==> src/hdl/sorted_priority_queue_macros.svh <==
// Assertion wrappers for the sorted priority queue.
// Both forms sample on clk and stand down while rst_n is low.
`ifndef SORTED_PRIORITY_QUEUE_MACROS_SVH
`define SORTED_PRIORITY_QUEUE_MACROS_SVH
`ifndef SYNTHESIS
// Same-cycle implication.
`define SPQ_ASSERT_NOW(lbl, ante, cons) \
    lbl: assert property (@(posedge clk) disable iff (!rst_n) (ante) |-> (cons)) \
        else $error("sorted_priority_queue check failed");
// Next-cycle implication.
`define SPQ_ASSERT_NEXT(lbl, ante, cons) \
    lbl: assert property (@(posedge clk) disable iff (!rst_n) (ante) |=> (cons)) \
        else $error("sorted_priority_queue check failed");
`else
`define SPQ_ASSERT_NOW(lbl, ante, cons)
`define SPQ_ASSERT_NEXT(lbl, ante, cons)
`endif
`endif

==> src/hdl/spq_pkg.sv <==
package spq_pkg;

    localparam int DEPTH_DEF = 16;
    localparam int MODE_W    = 2;
    localparam int KEY_W     = 12;
    localparam int CRED_W    = 9;
    localparam int IDENT_W   = 20;
    localparam int STATUS_W  = 2;
    localparam int COUNT_W   = 5;

    typedef enum logic [MODE_W-1:0] {
        MODE_INSERT  = 2'd0,
        MODE_EXTRACT = 2'd1,
        MODE_CLEAR   = 2'd2
    } mode_t;

    typedef enum logic [STATUS_W-1:0] {
        STAT_OK    = 2'd0,
        STAT_FULL  = 2'd1,
        STAT_EMPTY = 2'd2
    } status_t;

    typedef struct packed {
        logic [KEY_W-1:0]   key;
        logic [CRED_W-1:0]  credits;
        logic [IDENT_W-1:0] ident;
    } rec_t;

endpackage

==> src/hdl/sorted_priority_queue.sv <==
// Sorted priority queue: holds up to DEPTH records (key, credits, ident) and
// hands back the one with the highest key; equal keys leave in arrival order.
// Command channel: an operation (mode plus the record fields) is taken at a
// rising edge where start is high and busy is low. Result channel: done
// pulses for one cycle with status, got_record, out_key, out_credits,
// out_ident and count; the receiver cannot hold it off, and busy is already
// low in that cycle so the next command may follow at once.
// Sequence from acceptance to the done cycle:
//   clear, unused mode, insert when full, extract when empty: the result is
//     registered straight from the idle state, and busy never rises.
//   extract: one registered read of the top entry, then the result.
//   insert: each held record whose key is not below the new key moves
//     up one slot per cycle through the single memory port pair and the
//     one key comparator; then the new record is written into the hole.
// One command is in flight at a time; a new one is taken only once busy is low.
// Records sit in the memory in ascending key order, so the highest key is
// always at slot count-1 and extract moves nothing.
// Reset clears the count and the sequencer; memory contents are not
// cleared and are only read below the count.
`include "sorted_priority_queue_macros.svh"

module sorted_priority_queue #(
    parameter int DEPTH = spq_pkg::DEPTH_DEF
) (
    input  logic                          clk,
    input  logic                          rst_n,
    input  logic                          start,
    input  logic [spq_pkg::MODE_W-1:0]    mode,
    input  logic [spq_pkg::KEY_W-1:0]     key,
    input  logic [spq_pkg::CRED_W-1:0]    credits,
    input  logic [spq_pkg::IDENT_W-1:0]   ident,
    output logic                          busy,
    output logic                          done,
    output logic [spq_pkg::STATUS_W-1:0]  status,
    output logic                          got_record,
    output logic [spq_pkg::KEY_W-1:0]     out_key,
    output logic [spq_pkg::CRED_W-1:0]    out_credits,
    output logic [spq_pkg::IDENT_W-1:0]   out_ident,
    output logic [spq_pkg::COUNT_W-1:0]   count
);

    localparam int AW      = $clog2(DEPTH);
    localparam int CW      = $clog2(DEPTH + 1);
    localparam int COUNT_W = spq_pkg::COUNT_W;
    localparam logic [CW-1:0] FULL_COUNT = CW'(DEPTH);

    typedef enum logic [1:0] {
        ST_IDLE,
        ST_INS_CMP,
        ST_INS_PUT,
        ST_EXT_OUT
    } state_t;

    // Sequencer and registered result.
    state_t                         state_reg, state_next;
    logic [CW-1:0]                  occ_reg, occ_next;
    logic [CW-1:0]                  idx_reg, idx_next;
    spq_pkg::rec_t                  new_rec_reg, new_rec_next;
    logic                           done_reg, done_next;
    logic [spq_pkg::STATUS_W-1:0]   status_reg, status_next;
    logic                           got_reg, got_next;
    spq_pkg::rec_t                  out_rec_reg, out_rec_next;
    logic [COUNT_W-1:0]             count_reg, count_next;

    // Record store, one write and one registered read per cycle.
    spq_pkg::rec_t                  mem [DEPTH];
    spq_pkg::rec_t                  rd_data_reg;
    logic [AW-1:0]                  rd_addr;
    logic                           wr_en;
    logic [AW-1:0]                  wr_addr;
    spq_pkg::rec_t                  wr_data;

    // Result staging inside the sequencer.
    logic                           res_fire;
    logic [spq_pkg::STATUS_W-1:0]   res_status;
    logic                           res_got;
    spq_pkg::rec_t                  res_rec;
    logic [CW-1:0]                  res_cnt;

    logic [CW-1:0]                  occ_m1;
    logic [CW-1:0]                  occ_p1;
    logic [CW-1:0]                  idx_m1;
    logic [CW-1:0]                  idx_m2;
    logic                           shift_up;

    assign occ_m1   = occ_reg - CW'(1);
    assign occ_p1   = occ_reg + CW'(1);
    assign idx_m1   = idx_reg - CW'(1);
    assign idx_m2   = idx_reg - CW'(2);
    // The shared comparator: move the entry below the hole up while its key
    // is not below the new key, so older equal keys stay nearer the top.
    assign shift_up = (rd_data_reg.key >= new_rec_reg.key);

    always_comb
    begin
        state_next   = state_reg;
        occ_next     = occ_reg;
        idx_next     = idx_reg;
        new_rec_next = new_rec_reg;
        rd_addr      = '0;
        wr_en        = 1'b0;
        wr_addr      = idx_reg[AW-1:0];
        wr_data      = rd_data_reg;
        res_fire     = 1'b0;
        res_status   = spq_pkg::STAT_OK;
        res_got      = 1'b0;
        res_rec      = '0;
        res_cnt      = occ_reg;

        unique case (state_reg)
            ST_IDLE:
            begin
                if (start)
                begin
                    new_rec_next = '{key: key, credits: credits, ident: ident};
                    unique case (mode)
                        spq_pkg::MODE_INSERT:
                        begin
                            if (occ_reg == FULL_COUNT)
                            begin
                                res_fire   = 1'b1;
                                res_status = spq_pkg::STAT_FULL;
                            end
                            else if (occ_reg == '0)
                            begin
                                idx_next   = '0;
                                state_next = ST_INS_PUT;
                            end
                            else
                            begin
                                idx_next   = occ_reg;
                                rd_addr    = occ_m1[AW-1:0];
                                state_next = ST_INS_CMP;
                            end
                        end
                        spq_pkg::MODE_EXTRACT:
                        begin
                            if (occ_reg == '0)
                            begin
                                res_fire   = 1'b1;
                                res_status = spq_pkg::STAT_EMPTY;
                            end
                            else
                            begin
                                rd_addr    = occ_m1[AW-1:0];
                                state_next = ST_EXT_OUT;
                            end
                        end
                        spq_pkg::MODE_CLEAR:
                        begin
                            occ_next = '0;
                            res_fire = 1'b1;
                            res_cnt  = '0;
                        end
                        default:
                        begin
                            res_fire = 1'b1;
                        end
                    endcase
                end
            end
            ST_INS_CMP:
            begin
                wr_en = 1'b1;
                if (shift_up)
                begin
                    // Move the entry up and open the hole one slot lower.
                    wr_data  = rd_data_reg;
                    idx_next = idx_m1;
                    if (idx_m1 == '0)
                    begin
                        state_next = ST_INS_PUT;
                    end
                    else
                    begin
                        rd_addr = idx_m2[AW-1:0];
                    end
                end
                else
                begin
                    wr_data    = new_rec_reg;
                    occ_next   = occ_p1;
                    res_fire   = 1'b1;
                    res_cnt    = occ_p1;
                    state_next = ST_IDLE;
                end
            end
            ST_INS_PUT:
            begin
                wr_en      = 1'b1;
                wr_data    = new_rec_reg;
                occ_next   = occ_p1;
                res_fire   = 1'b1;
                res_cnt    = occ_p1;
                state_next = ST_IDLE;
            end
            ST_EXT_OUT:
            begin
                occ_next   = occ_m1;
                res_fire   = 1'b1;
                res_got    = 1'b1;
                res_rec    = rd_data_reg;
                res_cnt    = occ_m1;
                state_next = ST_IDLE;
            end
            default:
            begin
                state_next = ST_IDLE;
            end
        endcase

        done_next    = res_fire;
        status_next  = status_reg;
        got_next     = got_reg;
        out_rec_next = out_rec_reg;
        count_next   = count_reg;
        if (res_fire)
        begin
            status_next  = res_status;
            got_next     = res_got;
            out_rec_next = res_rec;
            count_next   = COUNT_W'(res_cnt);
        end
    end

    always_ff @(posedge clk or negedge rst_n)
    begin
        if (!rst_n)
        begin
            state_reg   <= ST_IDLE;
            occ_reg     <= '0;
            idx_reg     <= '0;
            new_rec_reg <= '0;
            done_reg    <= 1'b0;
            status_reg  <= spq_pkg::STAT_OK;
            got_reg     <= 1'b0;
            out_rec_reg <= '0;
            count_reg   <= '0;
        end
        else
        begin
            state_reg   <= state_next;
            occ_reg     <= occ_next;
            idx_reg     <= idx_next;
            new_rec_reg <= new_rec_next;
            done_reg    <= done_next;
            status_reg  <= status_next;
            got_reg     <= got_next;
            out_rec_reg <= out_rec_next;
            count_reg   <= count_next;
        end
    end

    always_ff @(posedge clk)
    begin
        if (wr_en)
        begin
            mem[wr_addr] <= wr_data;
        end
        rd_data_reg <= mem[rd_addr];
    end

    assign busy        = (state_reg != ST_IDLE);
    assign done        = done_reg;
    assign status      = status_reg;
    assign got_record  = got_reg;
    assign out_key     = out_rec_reg.key;
    assign out_credits = out_rec_reg.credits;
    assign out_ident   = out_rec_reg.ident;
    assign count       = count_reg;

    `SPQ_ASSERT_NOW(a_occ_bounded, 1'b1, occ_reg <= FULL_COUNT)
    `SPQ_ASSERT_NOW(a_walk_above_bottom, state_reg == ST_INS_CMP, idx_reg != '0)
    `SPQ_ASSERT_NOW(a_extract_nonempty, state_reg == ST_EXT_OUT, occ_reg != '0)
    `SPQ_ASSERT_NEXT(a_full_rejects, start && !busy && mode == spq_pkg::MODE_INSERT && occ_reg == FULL_COUNT, done && status == spq_pkg::STAT_FULL && occ_reg == FULL_COUNT)
    `SPQ_ASSERT_NOW(a_record_ok, done && got_record, status == spq_pkg::STAT_OK && !busy)

endmodule
==> config.mk <==
export PLATFORM = sky130hd
export DESIGN_NAME = sorted_priority_queue
export DESIGN_NICKNAME = d
export VERILOG_FILES = /design/src/hdl/spq_pkg.sv /design/src/hdl/sorted_priority_queue.sv
export VERILOG_INCLUDE_DIRS = /design/src /design/src/hdl
export SDC_FILE = /design/constraint.sdc
export NUM_CORES = 1
export LEC_CHECK = 0
export ABC_AREA = 0
export BUFFER_PORTS_ARGS = -buffer_cell sky130_fd_sc_hd__buf_2
export CORE_MARGIN = 3
export CORE_UTILIZATION = 44
export CTS_BUF_LIST = sky130_fd_sc_hd__clkbuf_2 sky130_fd_sc_hd__clkbuf_4 sky130_fd_sc_hd__clkbuf_8
export DETAILED_ROUTE_END_ITERATION = 8
export REMOVE_ABC_BUFFERS = 1
export SLEW_MARGIN = 20
export SYNTH_ARGS = -nofsm -noshare
export SYNTH_HDL_FRONTEND = slang
export SYNTH_SLANG_ARGS = --single-unit
==> constraint.sdc <==
create_clock -name clk -period 8.1 [get_ports clk]
set_clock_uncertainty 0.1 [all_clocks]
set_input_delay 1.215 -clock clk [delete_from_list [all_inputs] [get_ports clk]]
set_output_delay 1.215 -clock clk [all_outputs]
set_load 0.01 [all_outputs]
==> out/results.ini <==
[cts]
cts_setup_buffers=0
clkSinkCount=800
cts_resized=0
clockBufferDepth=3
clk_pin_slew_ns=0.06
clk_latency_ns=0.78
htree_levels=4
cts_hold_buffers=0
clockRootBuffer=clkbuf_8
cts_tree=yes
numCtsBuffers=133

[timing]
finalSetupTns_ns=0
timing.final.crit_share_pct=65.36
final_hold_viol_count=0
rsz0062_at_grt=no
drv_slew=0
fmax_mhz=188.9
setup_viol=0
fin_ws_ns=2.806
layout_min_cycle_time_ns=5.294
tightest_slew_ns=1.178
slew_headroom_pct=21.30

[finish]
design_area_sq_um=36540
fin_nets=2556
fillers=6166
largest_reg_flops=656
syn2layout_area_growth_pct=13.11
final_util_pct=50.69
drive_above_1_share_pct=18.82

[pwr]
leakage_nw=13.86
power_density_nw_per_um2=427.9
ir_worst_vdd_mv=0.3257

[synthesis]
ys_warn_count=0
synth-adder-area-share_pct=1.007
ys_seq_elements=800
synth_mux_area_share_pct=4.012
ys_types=57
async_reset_ff_share_pct=12.88
synth_top_family_by_area=simple AND/OR/NAND/NOR gates
yosysSeqAreaShare_pct=71.49
syn-instance-count=2368
synth_area_per_cell_sq_um=13.64
synthFlopType=edfxtp_1
syn_area_sq_um=32310
synth_compound_area_share_pct=8.446
synth_edf_count=656
synthXorXnorAreaFrac_pct=0.1898
synth-simple-area-share_pct=12.15

[drt]
num_vias=20060
wl_per_cell_um=23.73
drt_iter0_drc=2180
ant_nets=0
first_pass_iters=5
viasPerCell=5.659
routed_wl_um=84110
drc=0

[worst_setup_path]
worst_ep_arrival_time_ns=5.87
r2r-end=rd_data_reg[33]
startpoint=state_reg[1]
path_max_fanout=110
critical_path.startpoint_type=register
timing.rr.start=state_reg[1]
reg2regPathDepth=14
reg2reg_slack_ns=2.81
required_ns=8.68
end_kind=register
path_class=register to register

[floorplanning]
rows=98
die-width_um=277.0
die_y_um=277.0
initial_utilization_pct=44.81
pin_count=97
die_area_sq_um=76720
core_area_sq_um=72100

[place]
dp_hpwl_um=41240
place_ws_ns=2.518
dpl_cell_area_sq_um=33780
port_buffers=96
gp_congestion=0.8286

[global_route]
overflow=0
grt.total_usage_pct=21.66
grt_antenna_before_repair=2
grt_first_pass_wirelength_um=124500
grt_pass1_vias=19730
grt_max_degree=129

[min_path]
holdPathEnd=out_credits[8]
hold_class=register to register
min_from=rd_data_reg[28]
hold_depth=2

[status]
outcome=complete, no violations

[flow_run]
cap_violations=0

## cells in the mapped netlist, types with 5 or more instances
cell       instances  area, sq um
mux2_2            42        473.0
and3_1           123        769.5
dfxtp_1           41        820.8
o21ai_0           62        310.3
a211oi_1          45        337.8
buf_4              7        52.55
mux2i_1           80        800.8
buf_2             57        285.3
a2bb2oi_1         40        350.3
nand3_1          170        850.8
xnor2_1            6        52.55
buf_6             13        146.4
buf_1             20        75.07
a221oi_2          40        600.6
nand2_1          536         2012
edfxtp_1         656        19700
a21oi_1           11        55.05
nand2b_1           7        43.79
clkbuf_1          58        217.7
o21ai_1           40        200.2
dfrtp_1          103         2577
nor2_1            25        93.84
o22ai_1            7        43.79
a31oi_1           43        269.0
ha_1              26        325.3
inv_1             23        86.33
nor2b_1            5        31.28
a22o_1            43        376.6
## final cells by class
type | instances | area, sq um | area share (%)
flip-flops and latches | 800 | 23100 | 63.20
multi-input cells | 1388 | 8559 | 23.42
clock buffers | 200 | 2402 | 6.574
well taps | 950 | 1189 | 3.253
repair buffers | 137 | 840.8 | 2.301
clock inverters | 44 | 362.8 | 0.9929
inverters | 24 | 90.09 | 0.2465
diodes | 1 | 2.502 | 0.006848
## cells by family after synthesis
logic type | Yosys count
compound gates | 351
xor+xnor | 7
fa+ha+maj | 26
buf+inv | 180
flops | 800
mux | 124
simple gates | 880
## power by group
group          internal [mW]  switching, mW
combinational           1.68           3.76
clock                   2.06           1.59
sequential              6.19          0.347
## critical path: stages (launching register included)
cell and delay, ns:
dfrtp_1 0.40, inv_1 0.10, ha_1 0.37, nand2_2 0.11
buf_4 0.62, nor2_1 0.20, nand3b_4 0.19, nand2b_2 0.56
buf_4 0.42, and2_4 0.56, buf_12 0.48, mux2i_1 0.21
a221oi_2 0.37, o21ai_1 0.13, a2bb2oi_1 0.18
## worst max path at each step
stage                       to  slack [ns]  cells after the start
3_3_place_gp   rd_data_reg[34]        2.63                     13
4_1_cts        rd_data_reg[33]        2.89                     14
3_5_place_dp   rd_data_reg[33]        2.52                     13
2_1_floorplan   rd_data_reg[0]       -2.53                      9
6_report       rd_data_reg[33]        2.81                     14
5_1_grt        rd_data_reg[33]        2.61                     14
## routing by layer
layer  track usage, %  part of all wire, %  up-vias  routed length [um]
li1                 -                    -     9062                   -
met1            29.51                   43    10070               36300
met2            34.67                   47      755               39270
met3            4.493                  7.3      174                6144
met4            7.597                  2.8        0                2390
met5                0                    0        -                   0
## per-stage QoR
step                      hold WS, ns  total power [mW]  std cells
after floorplan                0.3452             10.27       2212
after detailed placement       0.3508             12.04       3299
after global placement         0.3475             11.87       3299
final                          0.3535             15.64       3544
after global routing           0.3769             16.46       3544
after CTS                      0.3368             15.72       3543
## cells in the final DEF (no fill, tap or decap), drive strengths merged, types with 3 or more instances in the layout
cell,instances
o21ai,104
clkbuf,200
edfxtp,656
nor2,25
a31oi,43
a21oi,11
o22ai,7
clkinvlp,8
a2bb2oi,40
buf,137
nand2,536
a211oi,45
a22o,43
dfrtp,103
nor2b,5
dfxtp,41
mux2i,80
bufinv,5
nand3,170
and3,123
o22a,3
nand2b,7
a221oi,41
mux2,44
ha,26
clkinv,27
xnor2,6
and2,3
inv,28
a311oi,3
No activity file was read; power rests on OpenSTA's default activity.
